<file path="src/hw/rtl/rpch_ram.sv">
`default_nettype none
// ----------------------------------------------------------------------------
// rpch_ram: generic single-write, single-read RAM
// Registered read; read returns old data on a collision.
// ----------------------------------------------------------------------------
module rpch_ram #(
  parameter int WIDTH = 8,
  parameter int DEPTH = 16
) (
  input  logic                     clk,
  input  logic                     we,
  input  logic [$clog2(DEPTH)-1:0] waddr,
  input  logic [WIDTH-1:0]         wdata,
  input  logic                     re,
  input  logic [$clog2(DEPTH)-1:0] raddr,
  output logic [WIDTH-1:0]         rdata
);

  logic [WIDTH-1:0] mem [DEPTH];

  always_ff @(posedge clk) begin
    if (we) begin
      mem[waddr] <= wdata;
    end
  end

  always_ff @(posedge clk) begin
    if (re) begin
      rdata <= mem[raddr];
    end
  end

endmodule
`default_nettype wire

</file>
<file path="config.mk">
export PLATFORM = sky130hd
export DESIGN_NAME = rpch_ram
export DESIGN_NICKNAME = d
export VERILOG_FILES = /design/src/hw/rtl/rpch_ram.sv
export SDC_FILE = /design/constraint.sdc
export NUM_CORES = 1
export LEC_CHECK = 0
export BUFFER_PORTS_ARGS = -buffer_cell sky130_fd_sc_hd__buf_2
export CORE_UTILIZATION = 60
export DETAILED_ROUTE_END_ITERATION = 8
export MAX_ROUTING_LAYER = met4
export PLACE_DENSITY = 0.74
export SYNTH_ARGS = -nofsm -noshare
export SYNTH_HDL_FRONTEND = slang
export SYNTH_SLANG_ARGS = --single-unit
</file>
<file path="constraint.sdc">
create_clock -name clk -period 2.2 [get_ports clk]
set_input_delay 0.33 -clock clk [delete_from_list [all_inputs] [get_ports clk]]
set_output_delay 0.33 -clock clk [all_outputs]
set_load 0.02 [all_outputs]
</file>
-- Word level (Yosys, flattened, before mapping)
Memory sizes are Yosys's and may differ from the RTL's. A register that Yosys moved wholly into a read port is not among the register bits.
Cells that the tools add are included.
W data, S select, Z words.
- memories: 1
- word-level logic and storage cells: 3
- register bits: 0
- bits in writable memories: 128
- output and inout port bits: 8
- input port bits: 19
- muxes and demuxes: 2
- memories (memory ; words ; width ; read ports ; clocked after Yosys merged registers in ; wr ports ; line ; source):
    mem ; 16 ; 8 ; 1 ; 1 ; 1 ; 19 ; logic [WIDTH-1:0] mem [DEPTH];
- operators with widths (kind ; count):
    $mux W1 ; 2

-- Logic depth before layout (Yosys ltp)
Gate-level depths: netlist of run 1.
- word-level depth: 2
- gate-level depth with buffers: 5
- gate-level depth less buffers: 3

-- Least setup slack after synthesis of run 1
OpenSTA, ideal clock, no wires.
- kind: input-to-reg
- from: in waddr[2]
- to: mem mem[0][0] (enable)
- path slack: 0.377 ns
- path buffers: 0
- data arrival time: 1.440 ns
- data required time: 1.817 ns
- stages on the path: 2
- setup time: 0.383 ns
- cell sequence: or3b_2 > nor3_1
- RTL lines (element ; line ; source):
    start: declaration ; 12 ; input logic [$clog2(DEPTH)-1:0] waddr,
    end: declaration ; 19 ;
No word-level cell before the write port.

==> flow_summary.json, run 1 <==
{
  "status": "completed",
  "holdWs_ps": 186,
  "synth-seq-cells": 136,
  "layout.nets": 303,
  "place_inst": 370,
  "route.vias.total": 2503,
  "most-common-layout-cells": "edfxtp_1, buf_2, mux4_2, buf_4",
  "layout_commonest_cell": "edfxtp_1",
  "synth_top_area_share_pct": 78.1,
  "clock-sinks": 136,
  "drc": 0,
  "hold_viol": 0,
  "die_width_um": 95.3,
  "path_clk_slew_ps": 60,
  "irDropWorstVdd_uv": 602,
  "cp_data_arrival_time_ps": 1820,
  "max_slew.worst_pin.slew_ps": 706,
  "cpPeakStageDelay_ps": 550,
  "dieArea_um2": 9090,
  "io_buffers": 26,
  "grt_pass1_vias": 2515,
  "drv_slew": 0,
  "startpoint_type": "register",
  "hp-class": "in -> reg",
  "fmax_mhz": 644,
  "period_needed_ps": 1550,
  "grt_first_pass_wirelength_mm": 14.8,
  "cts_tree": "built",
  "p_leak_uw": 0.00211,
  "dieHeight_um": 95.3,
  "firstDrtPassIters": 4,
  "syn_to_final_growth_pct": 18.4,
  "cts_hold_buf": 0,
  "io-pin-count": 27,
  "crit_chain": "mux4_1 > a22oi_1 > nand2_1",
  "seq_area_frac_synth_pct": 78.1,
  "via_per_inst": 6.24,
  "cts_resized": 0,
  "rows": 33,
  "instances_no_fill": 401,
  "drive_above_1_share_pct": 31.4,
  "place_congestion": 0.708,
  "muxShareOfSynthArea_pct": 14.8,
  "yosysUniqueCellTypes": 18,
  "coreArea_um2": 8340,
  "avgSynthCellArea_um2": 22.8,
  "crit_path_top_delay_cell": "mux4_1",
  "synth_top_family_by_area": "multiplexers",
  "fin_tns_setup_ps": 0,
  "p_per_area_nw_per_um2": 978,
  "crit_fanout": 1,
  "drt-wirelength-per-cell_um": 24.7,
  "syn-num-nets": 248,
  "required_ps": 2460,
  "globalRouteTotalUtil_pct": 26.0,
  "ant_nets": 0,
  "rsz0062_at_grt": "no",
  "synth_top_cell_by_area": "edfxtp_1",
  "drt_iter0_drc": 207,
  "synth_area_um2": 5230,
  "antenna_found_initial": 0,
  "post_cts_buffers": 0,
  "cts_root_buffer": "clkbuf_8",
  "met3_usage_pct": 6.22,
  "h-tree-depth": 4,
  "clock_skew_ps": 8.20,
  "n_antenna_cell": 0,
  "numCtsBuffers": 17,
  "grt_use_met1_pct": 35.2,
  "synth_area_leaders": "edfxtp_1, mux4_2, mux4_1, a22oi_1, nor2_1",
  "synth-compound-area-share_pct": 2.30,
  "wl_mm": 9.92,
  "dp_hpwl_mm": 5.86,
  "clock_path_buffers": 2,
  "path_class": "reg -> reg",
  "clk_latency_ps": 520,
  "slew_headroom_pct": 52.7,
  "grt_max_degree": 33,
  "fin_crit_sh_pct": 70.6,
  "endpoint_kind": "register",
  "grt_overflow": 0,
  "top_usage_layer": "met2",
  "synthCells": 229,
  "yosysWarnings": 0,
  "synth_fa_ha_area_share_pct": 0,
  "finalSetupViolations": 0,
  "maxCapViolCount": 0,
  "synth-simple-area-share_pct": 3.14,
  "synth_xor_xnor_area_share_pct": 0,
  "start_util_pct": 62.7,
  "grt_use_met2_pct": 38.7
}
==> worst max-delay path, delay by kind of cell, from the launching register on <==
family	cells	cell delay (ps)
mux	1	550
flops	1	370
compound gates	1	300
simple gates	1	90
==> flip-flops by register name, indices dropped and copies added (netlist names) <==
name   count
mem      128
rdata      8
==> power breakdown <==
| part | internal [uW] | switching (uW) | total, uW |
|---|---|---|---|
| clock network | 1820 | 1000 | 2830 |
| logic | 118 | 168 | 286 |
| registers | 2920 | 15.6 | 2940 |
==> logic make-up after synthesis <==
kind of cell           Yosys count
AOI/OAI and AO/OA               16
buffers and inverters           10
muxes                           32
and+or+nand+nor                 35
DFF                            136
==> routing by layer <==
metal | vias to the layer above | wire [um]
li1 | 1089 | -
met1 | 1303 | 4260
met2 | 95 | 4890
met3 | 16 | 597
met4 | 0 | 176
met5 | - | 0
==> final cells by class <==
class	count	area [um^2]
clock buffers	18	418
clock inverters	13	180
fillers	460	2150
multi-input cells	83	1060
flip-flops and latches	136	4080
well taps	105	131
repair buffers	46	318
==> cells in the mapped netlist (all sizes together) <==
master         instances
nor3                   4
nand3b                 2
or3b                   1
nor2                  13
nand3                  1
mux4                  32
nand2b                 2
nand2                  9
edfxtp               136
a22oi                 16
clkdlybuf4s25          3
and2b                  1
and2                   1
buf                    7
nor2b                  1
==> through the flow <==
stage          worst slack, ps  instance area, um^2  total power, uW  utilization (%)
2_1_floorplan              377                 5230             3150                -
3_3_place_gp               326                 5590             3260             67.0
3_5_place_dp               295                 5590             3270             67.0
4_1_cts                    632                 6190             6080             74.2
5_1_grt                    599                 6190             6220             74.2
6_report                   647                 6190             6050             74.2
==> final timing paths <==
path                       startpoint                  to  slack (ps)  cells after the start
setup / recovery  mem[1][3]$_DFFE_PP_  rdata[3]$_DFFE_PP_         650                      3
hold reg to reg   mem[7][0]$_DFFE_PP_  rdata[0]$_DFFE_PP_         770                      3
hold / removal                     re  rdata[1]$_DFFE_PP_         190                      1
setup reg to reg  mem[1][3]$_DFFE_PP_  rdata[3]$_DFFE_PP_         650                      3
(Power assumes the default switching activity.)
==> run 2, diff against run 1 <==
Settings changed: CORE_UTILIZATION 60 to 54, PLACE_DENSITY 0.74 to 0.7.
Clock period 2.2 ns to 1.3 ns, I/O delays scaled along.
==> run 2 against run 1 <==
Against the previous run: the flow now finishes with violations (setup timing); critical endpoint is now rdata[6]$_DFFE_PP_; clock skew increased by 1.1 ps; non-clock buffer count increased by 11; clock power increased by 63%; maximum frequency increased by 9.6%; largest cell class unchanged; register-to-register slack got worse by 760 ps; total power increased by 68%; sequential share of layout area decreased by 2.0 points; critical path type unchanged; via count increased by 1.6%; core utilization decreased by 5.8 points.
==> flow_summary.json, run 2 (synthesized netlist as in run 1, its figures left out) <==
{
  "status": "finished with violations",
  "violations": "setup timing",
  "slew_headroom_pct": 42.3,
  "whs_endpoint": "mem[7][3]$_DFFE_PP_",
  "hold_viol": 0,
  "wl_met2_mm": 4.82,
  "numCtsBuffers": 17,
  "pre_cts_ws_ps": -499,
  "rsz0062_at_grt": "yes",
  "dr_wl_met3_um": 644,
  "regToRegSetupSlack_ps": -120,
  "cp_data_arrival_time_ps": 1670,
  "layout_commonest_cell": "edfxtp_1",
  "period_needed_ps": 1420,
  "antenna_found_initial": 0,
  "drc": 0,
  "crit_chain": "mux4_2 > a22oi_2 > nand2_1",
  "ant_nets": 0,
  "final_cell_area_um2": 6380,
  "layout.nets": 314,
  "grt_max_degree": 17,
  "most-common-layout-cells": "edfxtp_1, mux4_2, buf_4, buf_2, clkbuf_16",
  "path_class": "reg -> reg",
  "grt_first_pass_wirelength_mm": 15.4,
  "grt_overflow": 0,
  "die_width_um": 100,
  "coreArea_um2": 9330,
  "place_area_um2": 5750,
  "io_buffers": 26,
  "r2r_start": "mem[7][6]$_DFFE_PP_",
  "cts_root_buffer": "clkbuf_8",
  "hp-start": "wdata[3]",
  "drt_iter0_drc": 209,
  "crit_family": "multiplexers",
  "syn_to_final_growth_pct": 22.0,
  "top_regs": "mem x128, rdata x8",
  "drive_above_1_share_pct": 42.5,
  "rows": 35,
  "p_per_area_nw_per_um2": 1590,
  "cts_tree": "built",
  "start_util_pct": 56.0,
  "critPathBufInv": 0,
  "n_antenna_cell": 0,
  "maxCapViolCount": 0,
  "clk_latency_ps": 510,
  "drt-wirelength-per-cell_um": 22.5,
  "holdWs_ps": 64.1,
  "route.vias.total": 2543,
  "h-tree-depth": 4,
  "p_leak_uw": 0.00214,
  "top_layer_used": "met4",
  "dp_hpwl_mm": 6.33,
  "firstDrtPassIters": 5,
  "grt_pass1_vias": 2623,
  "clock-sinks": 136,
  "wl_mm": 9.82,
  "crit_fanout": 1,
  "largest_reg_flops": 128,
  "via_per_inst": 5.82,
  "dieHeight_um": 100,
  "crit_path_top_delay_cell": "mux4_2",
  "cpPeakStageDelay_ps": 510,
  "finalSetupViolations": 8,
  "fin_total_pwr_uw": 10100,
  "met1_length_mm": 4.24,
  "path_clk_slew_ps": 60,
  "reg2reg_to": "rdata[6]$_DFFE_PP_",
  "required_ps": 1560,
  "dieArea_um2": 10100,
  "place_congestion": 0.762,
  "holdPathStages": 1,
  "clock_path_buffers": 2,
  "clock_skew_ps": 9.25,
  "fmax_mhz": 705,
  "max_slew.worst_pin.slew_ps": 864,
  "globalRouteTotalUtil_pct": 22.9,
  "r2r_cells": 3,
  "irDropWorstVdd_uv": 900,
  "hp-class": "in -> reg",
  "fin_ws_ps": -118,
  "io-pin-count": 27,
  "drv_slew": 0,
  "fin_tns_setup_ps": -741,
  "startpoint_type": "register",
  "top_register": "mem",
  "endpoint_kind": "register",
  "fin_crit_sh_pct": 109,
  "cts_hold_buf": 0
}
## run 2: cell count changes in the layout (fill, tap and decap cells not counted), sizes merged
cell,before,now
inv,0,1
clkinv,5,7
buf,46,57
clkinvlp,4,2
bufinv,4,3
clkbuf,18,19
## run 2: worst max path at each step
| stage | start | to | slack [ps] | cells after the start |
|---|---|---|---|---|
| after floorplan | raddr[0] | rdata[1]$_DFFE_PP_ | -100 | 5 |
| after global placement | raddr[0] | rdata[2]$_DFFE_PP_ | -490 | 6 |
| after detailed placement | raddr[0] | rdata[7]$_DFFE_PP_ | -500 | 6 |
| after CTS | mem[2][3]$_DFFE_PP_ | rdata[3]$_DFFE_PP_ | -130 | 3 |
| after global routing | mem[3][6]$_DFFE_PP_ | rdata[6]$_DFFE_PP_ | -180 | 3 |
| final | mem[7][6]$_DFFE_PP_ | rdata[6]$_DFFE_PP_ | -120 | 3 |
## run 2: area by class of cell
| type | instances | area [um^2] |
|---|---|---|
| clock buffer | 19 | 422 |
| clock inverter | 13 | 154 |
| fill | 577 | 2950 |
| multi-input combinational | 83 | 1070 |
| sequential | 136 | 4080 |
| tap | 129 | 161 |
| timing repair buffer | 57 | 488 |
## run 2: layer usage
metal	GRT usage (%)	up-vias
li1	-	1103
met5	-	-
met1	32.0	1325
met3	5.29	13
met4	6.80	0
met2	34.4	102
## run 2: worst register-to-register path, stage by stage (launching register included)
cell	delay (ps)
edfxtp_1	380
mux4_2	510
a22oi_2	190
nand2_1	90
## run 2: timing repair
item                       CTS  global route
gates resized for setup     13             2
setup endpoints to repair   11            12
pin swaps                    1             1
setup buffers                0             0
## run 2: where the power goes
group	total (uW)	internal (uW)	switching, uW
sequential	4970	4940	32.1
combinational	555	254	301
clock	4600	2900	1700
total	10100	8100	2030
## run 2: per-stage QoR
stage,std cells,utilization (%)
after floorplan,229,-
after global placement,405,61.7
after detailed placement,405,61.7
after CTS,437,68.3
after global routing,437,68.4
final,437,68.4
